--- src/hw/rtl/fpe_pkg.sv ---
// ----------------------------------------------------------------------------
// fpe_pkg
// Shared constants, command codes and controller/datapath types for the
// frustum plane extraction block.
// ----------------------------------------------------------------------------
`default_nettype none

package fpe_pkg;

  // fixed-point format of all matrix elements and coefficients
  localparam int FRAC_BITS   = 16;
  localparam int DATA_W      = 32;
  localparam int PLANE_COUNT = 6;

  // request command codes
  localparam logic [1:0] CMD_LOAD_PROJ = 2'd0;
  localparam logic [1:0] CMD_LOAD_VIEW = 2'd1;
  localparam logic [1:0] CMD_EXTRACT   = 2'd2;

  localparam logic [2:0] LAST_PLANE = 3'(PLANE_COUNT - 1);

  // controller to datapath commands
  typedef struct packed {
    logic       load_proj;
    logic       load_view;
    logic       clip_mul;
    logic       clip_acc;
    logic       planes_load;
    logic       plane_shift;
    logic       sq_mul;
    logic       sq_acc;
    logic       sqrt_start;
    logic       div_start;
    logic       div_store;
    logic [1:0] col;
    logic [1:0] row;
    logic [1:0] kidx;
  } fpe_cmd_t;

  // datapath to controller status
  typedef struct packed {
    logic sqrt_done;
    logic len_zero;
    logic div_done;
  } fpe_status_t;

endpackage

`default_nettype wire

--- src/hw/rtl/fpe_ctrl.sv ---
// ----------------------------------------------------------------------------
// fpe_ctrl
// Controller: sequences loads, the clip product, and per plane the sum of
// squares, square root, four divisions (none for a zero length) and the result handshake.
// ----------------------------------------------------------------------------
`default_nettype none

module fpe_ctrl (
  input  wire logic                  clk_i,
  input  wire logic                  rst_ni,
  input  wire logic                  in_valid_i,
  output logic                       in_ready_o,
  input  wire logic [1:0]            command_i,
  output logic                       out_valid_o,
  input  wire logic                  out_ready_i,
  output logic [2:0]                 plane_index_o,
  output logic                       last_plane_o,
  output fpe_pkg::fpe_cmd_t          cmd_o,
  input  wire fpe_pkg::fpe_status_t  status_i
);

  import fpe_pkg::*;

  localparam logic [3:0] S_IDLE    = 4'd0;
  localparam logic [3:0] S_RD      = 4'd1;
  localparam logic [3:0] S_MUL     = 4'd2;
  localparam logic [3:0] S_ACC     = 4'd3;
  localparam logic [3:0] S_PLN     = 4'd4;
  localparam logic [3:0] S_SQ      = 4'd5;
  localparam logic [3:0] S_SQA     = 4'd6;
  localparam logic [3:0] S_SQRT_GO = 4'd7;
  localparam logic [3:0] S_SQRT_W  = 4'd8;
  localparam logic [3:0] S_DIV_GO  = 4'd9;
  localparam logic [3:0] S_DIV_W   = 4'd10;
  localparam logic [3:0] S_OUT     = 4'd11;

  logic [3:0] state_q, state_d;
  logic [1:0] c_q, c_d, r_q, r_d, k_q, k_d;
  logic [2:0] plane_q, plane_d;
  logic       accept;

  assign accept = in_valid_i && (state_q == S_IDLE);

  // next state and commands
  always_comb begin
    state_d = state_q;
    c_d     = c_q;
    r_d     = r_q;
    k_d     = k_q;
    plane_d = plane_q;
    cmd_o   = '0;
    cmd_o.col  = c_q;
    cmd_o.row  = r_q;
    cmd_o.kidx = k_q;
    unique case (state_q)
      S_IDLE: begin
        cmd_o.load_proj = accept && (command_i == CMD_LOAD_PROJ);
        cmd_o.load_view = accept && (command_i == CMD_LOAD_VIEW);
        if (accept && (command_i == CMD_EXTRACT)) begin
          c_d     = '0;
          r_d     = '0;
          k_d     = '0;
          state_d = S_RD;
        end
      end
      S_RD: begin
        state_d = S_MUL;
      end
      S_MUL: begin
        cmd_o.clip_mul = 1'b1;
        state_d        = S_ACC;
      end
      S_ACC: begin
        cmd_o.clip_acc = 1'b1;
        k_d            = k_q + 2'd1;
        state_d        = S_RD;
        if (k_q == 2'd3) begin
          r_d = r_q + 2'd1;
          if (r_q == 2'd3) begin
            c_d = c_q + 2'd1;
            if (c_q == 2'd3) begin
              state_d = S_PLN;
            end
          end
        end
      end
      S_PLN: begin
        cmd_o.planes_load = 1'b1;
        plane_d           = '0;
        k_d               = '0;
        state_d           = S_SQ;
      end
      S_SQ: begin
        cmd_o.sq_mul = 1'b1;
        state_d      = S_SQA;
      end
      S_SQA: begin
        cmd_o.sq_acc = 1'b1;
        if (k_q == 2'd2) begin
          k_d     = '0;
          state_d = S_SQRT_GO;
        end else begin
          k_d     = k_q + 2'd1;
          state_d = S_SQ;
        end
      end
      S_SQRT_GO: begin
        cmd_o.sqrt_start = 1'b1;
        state_d          = S_SQRT_W;
      end
      S_SQRT_W: begin
        if (status_i.sqrt_done) begin
          state_d = status_i.len_zero ? S_OUT : S_DIV_GO;
        end
      end
      S_DIV_GO: begin
        cmd_o.div_start = 1'b1;
        state_d         = S_DIV_W;
      end
      S_DIV_W: begin
        if (status_i.div_done) begin
          cmd_o.div_store = 1'b1;
          k_d             = k_q + 2'd1;
          state_d         = (k_q == 2'd3) ? S_OUT : S_DIV_GO;
        end
      end
      S_OUT: begin
        if (out_ready_i) begin
          if (plane_q == LAST_PLANE) begin
            state_d = S_IDLE;
          end else begin
            cmd_o.plane_shift = 1'b1;
            plane_d           = plane_q + 3'd1;
            k_d               = '0;
            state_d           = S_SQ;
          end
        end
      end
      default: begin
        state_d = S_IDLE;
      end
    endcase
  end

  // state registers
  always_ff @(posedge clk_i or negedge rst_ni) begin
    if (!rst_ni) begin
      state_q <= S_IDLE;
      c_q     <= '0;
      r_q     <= '0;
      k_q     <= '0;
      plane_q <= '0;
    end else begin
      state_q <= state_d;
      c_q     <= c_d;
      r_q     <= r_d;
      k_q     <= k_d;
      plane_q <= plane_d;
    end
  end

  assign in_ready_o    = (state_q == S_IDLE);
  assign out_valid_o   = (state_q == S_OUT);
  assign plane_index_o = plane_q;
  assign last_plane_o  = (plane_q == LAST_PLANE);

  // checks
  a_no_overlap: assert property (@(posedge clk_i) disable iff (!rst_ni)
    out_valid_o |-> !in_ready_o)
    else $error("result offered while a request is accepted");

  a_plane_range: assert property (@(posedge clk_i) disable iff (!rst_ni)
    plane_q <= LAST_PLANE)
    else $error("plane counter out of range");

  a_sqrt_done_state: assert property (@(posedge clk_i) disable iff (!rst_ni)
    status_i.sqrt_done |-> (state_q == S_SQRT_W))
    else $error("square root finished outside its wait state");

  a_div_done_state: assert property (@(posedge clk_i) disable iff (!rst_ni)
    status_i.div_done |-> (state_q == S_DIV_W))
    else $error("division finished outside its wait state");

  a_extract_start: assert property (@(posedge clk_i) disable iff (!rst_ni)
    (accept && command_i == CMD_EXTRACT) |=> (state_q == S_RD))
    else $error("extract request did not start the clip product");

endmodule

`default_nettype wire

--- config.mk ---
export PLATFORM = sky130hd
export DESIGN_NAME = fpe_ctrl
export DESIGN_NICKNAME = d
export VERILOG_FILES = /design/src/hw/rtl/fpe_pkg.sv /design/src/hw/rtl/fpe_ctrl.sv
export SDC_FILE = /design/constraint.sdc
export NUM_CORES = 1
export LEC_CHECK = 0
export BUFFER_PORTS_ARGS = -buffer_cell sky130_fd_sc_hd__buf_2
export CAP_MARGIN = 40
export CORE_AREA = 5 5 64 49
export CTS_CLUSTER_SIZE = 16
export DETAILED_ROUTE_END_ITERATION = 10
export DIE_AREA = 0 0 69 54
export GPL_ROUTABILITY_DRIVEN = 0
export GPL_TIMING_DRIVEN = 0
export PLACE_DENSITY = 0.72
export SKIP_LAST_GASP = 1
export SYNTH_ARGS = -nofsm -noshare
export SYNTH_HDL_FRONTEND = slang
export SYNTH_SLANG_ARGS = --single-unit
--- constraint.sdc ---
create_clock -name clk_i -period 1.42 [get_ports clk_i]
set_input_delay 0.142 -clock clk_i [delete_from_list [all_inputs] [get_ports clk_i]]
set_output_delay 0.142 -clock clk_i [all_outputs]
set_load 0.02 [all_outputs]
==> key figures, run 1 <==
Outcome
  • Outcome: finished, violations left
  • Violations in the final reports: negative setup slack

GRT
  • Initial antenna violation count: 0
  • Met3 capacity usage during global routing: 5.78%
  • Met2 layer usage reported by global route: 38.9%
  • Overall overflow remaining after global route: 0
  • Met1 track demand over resource in global routing: between 20 and 25%
  • Global routing usage summed across all routing layers: between 20% and 30%
  • Global-route wire length before repair: 5860 µm
  • GRT Max-Usage Layer: met2
  • Largest net degree at the start of global routing: 14
  • Vias in the first global route: 1214

Place
  • Post-Place Cell Area: roughly 1300 µm²
  • Count of input and output buffers: 30
  • Pre-CTS WS: -0.0760 ns
  • Post-DP HPWL: 2020 µm

Setup path
  • Critical path cell sequence: buf_12 > nor4_4 > and4b_2 > buf_6
  • Worst setup path category: register to output port
  • Required time of the critical path: around 1.3 ns
  • Crit path DAT: 1.55 ns
  • Maximum net fanout on the critical path: 4
  • Critical R2R Capture: c_q[0]
  • Cell with the biggest individual delay on the critical path: sky130_fd_sc_hd__dfrtp_2
  • Worst Setup SP: state_q[1]
  • Kind of end point of the critical path: output port
  • Reg-to-reg setup timing slack: -0.26 ns
  • CP Capture Point: cmd_o[15]
  • Critical path's largest stage delay: 0.47 ns
  • CP startpoint kind: register
  • Reg2reg path depth: 7
  • Startpoint of the lowest-slack register-to-register path: state_q[1]

Pwr
  • Net Sw Power: between 1.5 and 2 mW
  • Internal: 2.03 mW
  • Overall power consumption: 3.80 mW
  • Pwr dens: 1930 nW/µm²
  • Switching share of total power: a little under half
  • Proportion of power drawn by combinational gates: between 70% and 80%
  • Peak VDD IR: 1.21 mV
  • Part of the power in registers: between 10% and 20%
  • Clock power share: 6.8%
  • Leakage dissipation: 0.908 nW

Final layout
  • Sequential cell area: ~330 µm²
  • Filler Cell Count: 170
  • Footprint of the multi-input gates: 871 µm²
  • Share of layout cells above drive strength 1: 64.4%
  • Fin area: 1960 µm²
  • Antenna diode count: 0
  • NumNets Final: a little over 200
  • Final Util: 76.6%
  • Syn-to-layout area delta: 85.2%

Route
  • Post-route DRC violation count: 0
  • Drt initial violations: 47
  • Antenna Violating Nets Remaining: 0
  • Final wirelength: 4370 µm
  • Iteration count of the initial detailed-routing pass: 4
  • Average wire per standard cell: 19.5 µm
  • Detail-routed via count per cell: 5.63
  • DR vias: about 1300

STA
  • Fin Clk Skew: 0.0154 ns
  • Final number of max-transition violations: 0
  • Number of setup violations in the final report: 25
  • Final min period: 1.70 ns
  • Remaining max-slew budget at the tightest pin: about three quarters
  • Unrepaired setup endpoints after global routing: true
  • Final Hold Vio Count: 0
  • Tightest hold margin: roughly 0.25 ns
  • Maximum clock frequency: 0.589 GHz
  • Worst slew pin tran: 0.402 ns
  • Worst setup slack after layout: -0.277 ns
  • Final period utilization: 119%

Logic synthesis
  • Async SR Flop Fraction: 100%
  • #FFs+latches synth: 13
  • Sequential-to-total area share from yosys stat: 30.7%
  • Syn nets: 132
  • Primary flip-flop cell chosen by synthesis mapping: sky130_fd_sc_hd__dfrtp_1
  • Post-Synthesis Cells: 115
  • Warnings from Yosys: 0
  • Post-Synthesis Cell Area: 1060 µm²
  • Average size of a mapped cell: approximately 9.2 µm²
  • Count of distinct cell types in the synthesized netlist: 44
  • Number of enable-type register cells in the synthesized netlist: 0

CTS
  • Maximum level of the CTS H-tree: 1
  • TritonCTS clock tree: yes
  • Sink count of the clock tree: 13
  • Clock buffer depth: 2
  • CTS Buf Count: 3
  • Clock slew at reported path FFs: 0.10 ns
  • Buffer type at the clock tree root: sky130_fd_sc_hd__clkbuf_4
  • Insertion delay to the later sink of the worst-skew pair: 0.30 ns

Job
  • Max-capacitance violation count: 0

Die
  • Top-Level Pins: 32
  • DIE HEIGHT: 54 µm
  • Count of standard-cell rows: 16
  • Floorplan Core Area: 2560 µm²
  • Horizontal extent of the die: slightly below 70 µm
  • Die outline area: between 3000 and 4000 µm²
  • Initial core utilization: 41.4%

Hold path
  • Hold WC Path Type: primary input to async pin
logic make-up (layout without fill, tap and decap cells):
kind of cell               Yosys count  count (layout)  share of synthesized area (%)
AOI/OAI and AO/OA                   24              24                           15.1
and+or+nand+nor                     49              49                           31.8
adders and majority gates            8               8                           9.45
muxes                                4               4                           3.78
DFF                                 13              13                           30.7
buffers and inverters               15              88                           7.55
xor gates and xnor gates             2               2                           1.65
synthesized netlist by cell type, drive strengths merged, types with 2 or more instances:
cell type | n | area, µm²
inv | 9 | 33.8
nor2 | 6 | 22.5
dfrtp | 13 | 325
nor2b | 3 | 26.3
o21ai | 7 | 35.0
buf | 4 | 37.5
o22ai | 2 | 12.5
nand2 | 8 | 35.0
a31oi | 2 | 12.5
nor3b | 2 | 15.0
a22o | 2 | 17.5
mux2i | 4 | 40.0
or3 | 2 | 17.5
nand2b | 3 | 18.8
ha | 8 | 100
o2bb2ai | 2 | 17.5
nor3 | 6 | 41.3
and4b | 2 | 20.0
or2b | 2 | 15.0
a21oi | 4 | 20.0
nand4 | 2 | 12.5
xnor2 | 2 | 17.5
nand3 | 7 | 47.6
metrics by stage:
stage | instances | setup TNS, ns
5_1_grt | 224 | -5.24
2_1_floorplan | 115 | -0.405
4_1_cts | 213 | -1.84
3_5_place_dp | 181 | -0.363
6_report | 224 | -3.90
3_3_place_gp | 181 | -0.101
flip-flops by register name, indices dropped and copies added (netlist names):
register       count
state_q            4
plane_index_o      3
c_q                2
k_q                2
r_q                2
area by class of cell:
type / instances / area share (%)
clock inverter: 1 / 0.255
clock buffer: 3 / 1.15
sequential: 13 / 17.0
buffer: 4 / 2.10
tap: 36 / 2.29
inverter: 10 / 2.68
multi-input combinational: 87 / 44.4
timing repair buffer: 70 / 30.2
critical path, delay by kind of cell (launching register included):
kind          cells  cell delay (ns)
simple gates      2             0.52
flops             1             0.47
buf+inv           2             0.26
layout by cell type, fill, tap and decap left out, types with 2 or more instances in the layout:
cell type,instances
sky130_fd_sc_hd__a21oi_1,2
sky130_fd_sc_hd__a21oi_2,2
sky130_fd_sc_hd__a22o_1,2
sky130_fd_sc_hd__buf_12,2
sky130_fd_sc_hd__buf_2,17
sky130_fd_sc_hd__buf_4,28
sky130_fd_sc_hd__buf_6,24
sky130_fd_sc_hd__clkbuf_4,3
sky130_fd_sc_hd__dfrtp_1,7
sky130_fd_sc_hd__dfrtp_2,6
sky130_fd_sc_hd__ha_1,5
sky130_fd_sc_hd__ha_4,2
sky130_fd_sc_hd__inv_1,6
sky130_fd_sc_hd__mux2i_1,4
sky130_fd_sc_hd__nand2_1,3
sky130_fd_sc_hd__nand2_2,2
sky130_fd_sc_hd__nand2_4,2
sky130_fd_sc_hd__nand2b_4,2
sky130_fd_sc_hd__nand3_1,4
sky130_fd_sc_hd__nand3_4,3
sky130_fd_sc_hd__nand4_1,2
sky130_fd_sc_hd__nor2_1,3
sky130_fd_sc_hd__nor2_4,3
sky130_fd_sc_hd__nor2b_1,2
sky130_fd_sc_hd__nor3_1,2
sky130_fd_sc_hd__nor3_2,2
sky130_fd_sc_hd__nor3_4,2
sky130_fd_sc_hd__nor3b_1,2
sky130_fd_sc_hd__o21ai_0,2
sky130_fd_sc_hd__o21ai_1,2
sky130_fd_sc_hd__o21ai_2,3
sky130_fd_sc_hd__o22ai_1,2
sky130_fd_sc_hd__o2bb2ai_1,2
sky130_fd_sc_hd__or2b_1,2
sky130_fd_sc_hd__xnor2_1,2
routing by layer:
layer	routed length (µm)	vias up
li1	-	567
met1	1660	613
met2	2210	61
met3	292	21
met4	210	0
met5	0	-
worst min path at each step:
| stage | start | end | slack (ns) |
|---|---|---|---|
| after detailed placement | rst_ni | r_q[0] | 0.05 |
| final | rst_ni | plane_index_o[2] | 0.25 |
| after global routing | status_i[1] | state_q[1] | 0.28 |
| after global placement | rst_ni | r_q[0] | 0.04 |
| after CTS | status_i[1] | state_q[1] | 0.23 |
| after floorplan | rst_ni | c_q[0] | -0.15 |
timing repair:
| item | CTS | global route |
|---|---|---|
| setup endpoints to repair | 26 | 25 |
| pin swaps | 16 | 9 |
| setup buffers | 27 | 12 |
| hold endpoints to repair | 13 | 0 |
| hold buffers | 1 | 0 |
| resized for setup | 55 | 33 |
power groups by stage:
stage | sequential (mW) | clock, mW | combinational (mW)
after global routing | 0.686 | 0.265 | 3.03
after CTS | 0.666 | 0.250 | 2.19
after global placement | 0.644 | 0 | 1.41
after floorplan | 0.708 | 0 | 1.04
final | 0.670 | 0.256 | 2.87
after detailed placement | 0.660 | 0 | 1.45
Power figures use the tool's default switching activity.
==> run 2, diff against run 1 <==
GPL_ROUTABILITY_DRIVEN = default   (was 0)
REMOVE_ABC_BUFFERS = 1   (was default)
==> run 2 against run 1 <==
Net effect:
- highest routed layer unchanged
- combinational power up 12%
- largest cell class unchanged
- sequential share of layout area down 0.81 points
- the run still ends with negative setup slack left
- flip-flop and latch count unchanged
- cell area up 4.2%
==> key figures, run 2 (same netlist as run 1, synthesis figures left out) <==
Final layout
  • Biggest register: state_q
  • Share of layout cells above drive strength 1: 67.2% (+2.8 points)
  • NumNets Final: 213 (+3.4%)
  • Fin area: 2050 µm² (+4.2%)
  • Number of flip-flops in the largest register: 4 (unchanged)
  • Antenna diode count: 0 (unchanged)
  • Final Util: 79.8% (+3.2 points)
  • Most common library cell in the layout ignoring fill and taps: sky130_fd_sc_hd__buf_6
  • Top library cells by usage in the layout, fill and taps aside: sky130_fd_sc_hd__buf_6 (32), sky130_fd_sc_hd__buf_4 (29), sky130_fd_sc_hd__buf_2 (18)
  • Number of cells in the finished layout apart from fillers: 231 (+3.1%)
  • Syn-to-layout area delta: 93.0%

GRT
  • Vias in the first global route: 1275 (+5.0%)
  • Initial antenna violation count: 0 (unchanged)
  • Global routing usage summed across all routing layers: 22.7% (+1.9 points)
  • Global-route wire length before repair: 6560 µm (+12%)
  • Largest net degree at the start of global routing: 14 (unchanged)
  • Overall overflow remaining after global route: 0 (unchanged)

Place
  • Post-Place Cell Area: 1220 µm² (-3.9%)
  • Final weighted congestion in routability-driven placement: 0.827
  • Count of input and output buffers: 31 (+3.3%)
  • Post-DP HPWL: 1980 µm (-2.0%)
  • Number of placed instances, taps included: 177 (-2.2%)

STA
  • Worst setup slack after layout: -0.279 ns (-0.00283 ns)
  • Final Hold Vio Count: 0 (unchanged)
  • Final period utilization: 120% (+0.20 points)
  • Final min period: 1.70 ns (+0.00283 ns)
  • Worst slew pin tran: 0.346 ns (-0.0558 ns)
  • Final number of max-transition violations: 0 (unchanged)
  • Number of setup violations in the final report: 25 (unchanged)
  • Tightest hold margin: 0.215 ns (-0.0340 ns)
  • Sum Neg Setup Slack: -4.26 ns (-0.364 ns)
  • Fin Clk Skew: 0.0130 ns (-0.00241 ns)
  • Maximum clock frequency: 0.588 GHz (-0.17%)
  • Remaining max-slew budget at the tightest pin: 76.9% (+3.7 points)
  • Unrepaired setup endpoints after global routing: true

Setup path
  • Required time of the critical path: 1.28 ns (about the same)
  • Crit path DAT: 1.56 ns (about the same)
  • CP startpoint kind: register
  • Maximum net fanout on the critical path: 4 (unchanged)
  • Critical path cell sequence: nor4_4 > and4bb_2 > buf_6
  • Number of buffer and inverter instances along the worst setup path: 1 (-1)
  • Cell class contributing the biggest share of worst-path delay: simple AND/OR/NAND/NOR gates
  • Kind of end point of the critical path: output port
  • Critical path's largest stage delay: 0.48 ns (about the same)
  • Cell with the biggest individual delay on the critical path: sky130_fd_sc_hd__dfrtp_2
  • Worst setup path category: register to output port

Pwr
  • Pwr dens: 2030 nW/µm² (+4.8%)
  • Peak VDD IR: 1.07 mV (-12%)
  • Leakage dissipation: 0.956 nW (+5.3%)

CTS
  • Maximum level of the CTS H-tree: 1 (unchanged)
  • Sink count of the clock tree: 13 (unchanged)
  • TritonCTS clock tree: yes
  • Insertion delay to the later sink of the worst-skew pair: 0.30 ns (about the same)
  • CTS Buf Count: 3 (unchanged)
  • Clock buffer depth: 2 (unchanged)
  • Buffer type at the clock tree root: sky130_fd_sc_hd__clkbuf_4
  • Clock slew at reported path FFs: 0.10 ns (about the same)

Job
  • Max-capacitance violation count: 0 (unchanged)

Die
  • Horizontal extent of the die: 69 µm (unchanged)
  • Floorplan Core Area: 2560 µm² (unchanged)
  • Initial core utilization: 41.4% (unchanged)
  • DIE HEIGHT: 54 µm (unchanged)
  • Top-Level Pins: 32 (unchanged)
  • Count of standard-cell rows: 16 (unchanged)
  • Die outline area: 3730 µm² (unchanged)

Route
  • Drt initial violations: 64 (+36%)
  • Iteration count of the initial detailed-routing pass: 5 (+1)
  • DR vias: 1396 (+11%)
  • Post-route DRC violation count: 0 (unchanged)
  • Final wirelength: 5120 µm (+17%)
  • Average wire per standard cell: 22.2 µm (+14%)
  • Antenna Violating Nets Remaining: 0 (unchanged)
  • Detail-routed via count per cell: 6.04 (+7.3%)

Hold path
  • Hold WC Path Type: primary input to register

Outcome
  • Violations in the final reports: negative setup slack
  • Outcome: finished, violations left
## run 2: cell types whose count changed in the layout (fill, tap and decap cells not counted), sizes merged
cell,before,now
buf,72,80
clkinv,2,1
## run 2: per-layer routing
metal  global-route usage [%]  vias to the layer above  wire length (µm)
li1                         -                      586                 -
met1                     26.0                      679              1970
met2                     42.4                      102              2500
met3                     4.29                       29               378
met4                     9.74                        0               271
met5                        0                        -                 0
## run 2: report_power, final
group          switching (mW)  internal (mW)  total (mW)
clock                   0.150          0.110       0.259
combinational            1.58           1.63        3.21
sequential              0.186          0.491       0.677
## run 2: final cells by class
| class | instances | area (µm²) |
|---|---|---|
| fill | 148 | 517 |
| sequential | 13 | 330 |
| clock buffer | 4 | 26.3 |
| timing repair buffer | 81 | 698 |
| inverter | 10 | 47.5 |
| tap | 36 | 45.0 |
| multi-input combinational | 87 | 898 |
## run 2: stage by stage
stage               total power, mW  worst slack, ns
floorplan                      1.64           -0.184
global placement               1.94           -0.268
detailed placement             2.00           -0.312
CTS                            3.41           -0.228
global route                   4.31           -0.313
finish                         4.14           -0.279
## run 2: worst register-to-register path, cell delays in order, from the launching register on
cell and delay (ns):
sky130_fd_sc_hd__dfrtp_2 0.47, sky130_fd_sc_hd__buf_6 0.13, sky130_fd_sc_hd__nor2b_4 0.19, sky130_fd_sc_hd__buf_6 0.13, sky130_fd_sc_hd__o2111ai_2 0.21, sky130_fd_sc_hd__nand4_1 0.22, sky130_fd_sc_hd__mux2i_1 0.22
## run 2: path summary, 6_finish.rpt
check	startpoint	end	slack [ns]	depth (start not counted)
worst min-delay path	out_ready_i	state_q[0]	0.21	2
min in group asynchronous	rst_ni	k_q[1]	0.27	2
max in group asynchronous	rst_ni	state_q[0]	0.86	2
worst min register to register	c_q[0]	c_q[0]	0.54	1
worst max-delay path	state_q[3]	cmd_o[16]	-0.28	3
worst max register to register	state_q[3]	k_q[0]	-0.22	6
## run 2: what timing repair did
item | in CTS | in global routing
hold buffers | 1 | 0
gates resized for setup | 71 | 34
hold endpoints to repair | 13 | 0
setup endpoints to repair | 26 | 26
buffers inserted | 38 | 15
pin swaps | 22 | 15
==> run 3, diff against run 2 <==
CORE_AREA = 5 5 62 47   (was 5 5 64 49)
DIE_AREA = 0 0 67 52   (was 0 0 69 54)
PLACE_DENSITY = 0.75   (was 0.72)
clock period = 1.76 ns   (was 1.42 ns; I/O delays follow)
==> run 3 against run 2 <==
Net effect:
- the run now ends clean
- cell area shrank 35%
- first-iteration DRC count decreased by 63%
- clock skew is 0.0017 ns higher
- clock-buffer cell count unchanged
==> key figures, run 3 (same netlist as run 1, synthesis figures left out) <==
Final layout
  • Final Util: 57.2% (-23 points)
  • Biggest register: state_q
  • Number of cells in the finished layout apart from fillers: 188 (-19%)
  • Number of flip-flops in the largest register: 4 (unchanged)
  • NumNets Final: 172 (-19%)
  • Share of layout cells above drive strength 1: 38.3% (-29 points)
  • Top library cells by usage in the layout, fill and taps aside: sky130_fd_sc_hd__buf_2 (31), sky130_fd_sc_hd__dfrtp_1 (9), sky130_fd_sc_hd__inv_1 (8)
  • Most common library cell in the layout ignoring fill and taps: sky130_fd_sc_hd__buf_2
  • Syn-to-layout area delta: 24.6%
  • Antenna diode count: 0 (unchanged)

Route
  • Final wirelength: 2660 µm (-48%)
  • Drt initial violations: 24 (-63%)
  • Detail-routed via count per cell: 5.27 (-13%)
  • Iteration count of the initial detailed-routing pass: 7 (+2)
  • Post-route DRC violation count: 0 (unchanged)
  • Average wire per standard cell: 14.1 µm (-36%)
  • Antenna Violating Nets Remaining: 0 (unchanged)
  • DR vias: 991 (-29%)

Pwr
  • Net Sw Power: 0.932 mW (-51%)
  • Proportion of power drawn by combinational gates: 63.6% (-14 points)
  • Part of the power in registers: 27.0% (+11 points)
  • Peak VDD IR: 0.610 mV (-43%)
  • Internal: 1.03 mW (-54%)
  • Leakage dissipation: 0.661 nW (-31%)
  • Pwr dens: 1480 nW/µm² (-27%)
  • Clock power share: 9.4% (+3.1 points)
  • Switching share of total power: 47.6% (+1.4 points)
  • Overall power consumption: 1.96 mW (-53%)

Place
  • Count of input and output buffers: 31 (unchanged)
  • Post-DP HPWL: 1980 µm (-0.19%)
  • Final weighted congestion in routability-driven placement: 0.847 (+2.4%)
  • Number of placed instances, taps included: 175 (-1.1%)

Setup path
  • Worst Setup SP: state_q[3]
  • Worst setup path category: register to output port
  • Crit path DAT: 1.52 ns (-0.04 ns)
  • CP startpoint kind: register
  • Maximum net fanout on the critical path: 7 (+3)
  • Kind of end point of the critical path: output port
  • Reg2reg path depth: 6 (unchanged)
  • Startpoint of the lowest-slack register-to-register path: state_q[3]
  • Critical R2R Capture: state_q[2]
  • Reg-to-reg setup timing slack: 0.14 ns (+0.36 ns)
  • Required time of the critical path: 1.58 ns (+0.30 ns)

GRT
  • Vias in the first global route: 985 (-23%)
  • Initial antenna violation count: 0 (unchanged)
  • Global-route wire length before repair: 4420 µm (-33%)
  • Global routing usage summed across all routing layers: 16.3% (-6.3 points)
  • Largest net degree at the start of global routing: 15 (+1)
  • Overall overflow remaining after global route: 0 (unchanged)

Job
  • Max-capacitance violation count: 0 (unchanged)

STA
  • Final period utilization: between 90% and 100%
  • Number of setup violations in the final report: 0 (-100%)
  • Final min period: 1.70 ns
  • Remaining max-slew budget at the tightest pin: 78.9% (+1.9 points)
  • Fin Clk Skew: 0.0147 ns (+0.00172 ns)
  • Unrepaired setup endpoints after global routing: true
  • Worst slew pin tran: 0.317 ns (-0.0287 ns)
  • Sum Neg Setup Slack: 0 ns (+4.26 ns)
  • Final number of max-transition violations: 0 (unchanged)
  • Tightest hold margin: 0.216 ns (+0.000895 ns)
  • Maximum clock frequency: 0.588 GHz
  • Final Hold Vio Count: 0 (unchanged)

CTS
  • Sink count of the clock tree: 13 (unchanged)
  • Maximum level of the CTS H-tree: 1 (unchanged)
  • Clock slew at reported path FFs: 0.09 ns (about the same)
  • CTS Buf Count: 3 (unchanged)
  • Insertion delay to the later sink of the worst-skew pair: 0.28 ns (-0.02 ns)
  • Clock buffer depth: 2 (unchanged)
  • Buffer type at the clock tree root: sky130_fd_sc_hd__clkbuf_4
  • TritonCTS clock tree: yes

Hold path
  • Hold WC Path Type: primary input to register
  • Sink of the worst hold path: state_q[0]
  • Start point of the worst hold path: out_ready_i
  • Cell depth of the worst min-delay path: 2 (unchanged)

Die
  • Floorplan Core Area: 2310 µm² (-9.9%)
  • DIE HEIGHT: 52 µm (-3.7%)
  • Count of standard-cell rows: 15 (-1)
  • Horizontal extent of the die: 67 µm (-2.9%)
  • Die outline area: 3480 µm² (-6.5%)
  • Initial core utilization: 45.9% (+4.6 points)
  • Top-Level Pins: 32 (unchanged)

Outcome
  • Outcome: completed
[run 3: changes by cell type in the layout (fill, tap and decap cells not counted), moves of 4 or more]
| cell | delta |
|---|---|
| sky130_fd_sc_hd__buf_6 | -32 |
| sky130_fd_sc_hd__buf_4 | -22 |
| sky130_fd_sc_hd__buf_2 | +13 |
| sky130_fd_sc_hd__nand3_1 | +4 |
| sky130_fd_sc_hd__nor2_1 | +4 |
| sky130_fd_sc_hd__nor3_1 | +4 |
[run 3: per-layer routing]
metal  part of all wire [%]  routed length [µm]  up-vias  GRT usage (%)
met5                      0                   0        -              0
met4                      0                   0        0           1.35
met3                    6.1                 161        0           4.32
met2                     45                1200       34           27.9
met1                     49                1300      455           21.5
li1                       -                   -      502              -
[run 3: cell type report]
cell class              instances  area, µm²
clock buffers                   4       26.3
fillers                       211        988
inverters                      10       38.8
multi-input cells              87        659
flip-flops and latches         13        330
well taps                      34       42.5
repair buffers                 40        223
[run 3: through the flow]
| step | setup WS [ns] | area [µm²] |
|---|---|---|
| after global routing | -0.00303 | 1320 |
| final | 0.0598 | 1320 |
| after global placement | 0.110 | 1220 |
| after detailed placement | 0.0543 | 1220 |
| after floorplan | 0.122 | 1020 |
| after CTS | -0.0269 | 1290 |
[run 3: power by group through the flow]
| stage | logic [mW] | registers (mW) | clock network [mW] |
|---|---|---|---|
| floorplan | 0.687 | 0.636 | 0 |
| global placement | 0.961 | 0.607 | 0 |
| detailed placement | 1.01 | 0.615 | 0 |
| CTS | 1.13 | 0.576 | 0.191 |
| global route | 1.37 | 0.553 | 0.203 |
| finish | 1.25 | 0.529 | 0.185 |
[run 3: worst max-delay path, cell delays in order (launching register included)]
cell and delay [ns]:
sky130_fd_sc_hd__dfrtp_2 0.47, sky130_fd_sc_hd__nor4_4 0.35, sky130_fd_sc_hd__and4bb_2 0.26, sky130_fd_sc_hd__buf_2 0.16
[run 3: worst max-delay path by stage]
stage | end | slack [ns] | depth (start not counted)
global route | cmd_o[16] | -0.003 | 3
CTS | cmd_o[16] | -0.03 | 3
finish | cmd_o[16] | 0.06 | 3
floorplan | cmd_o[15] | 0.12 | 2
global placement | c_q[1] | 0.11 | 6
detailed placement | r_q[1] | 0.05 | 5
[run 3: what timing repair did]
| action | in CTS | in global routing |
|---|---|---|
| setup endpoints to repair | 10 | 9 |
| hold buffers | 1 | 0 |
| gates resized for setup | 4 | 2 |
| hold endpoints to repair | 13 | 0 |
| buffers inserted | 4 | 4 |
| pin swaps | 1 | 1 |
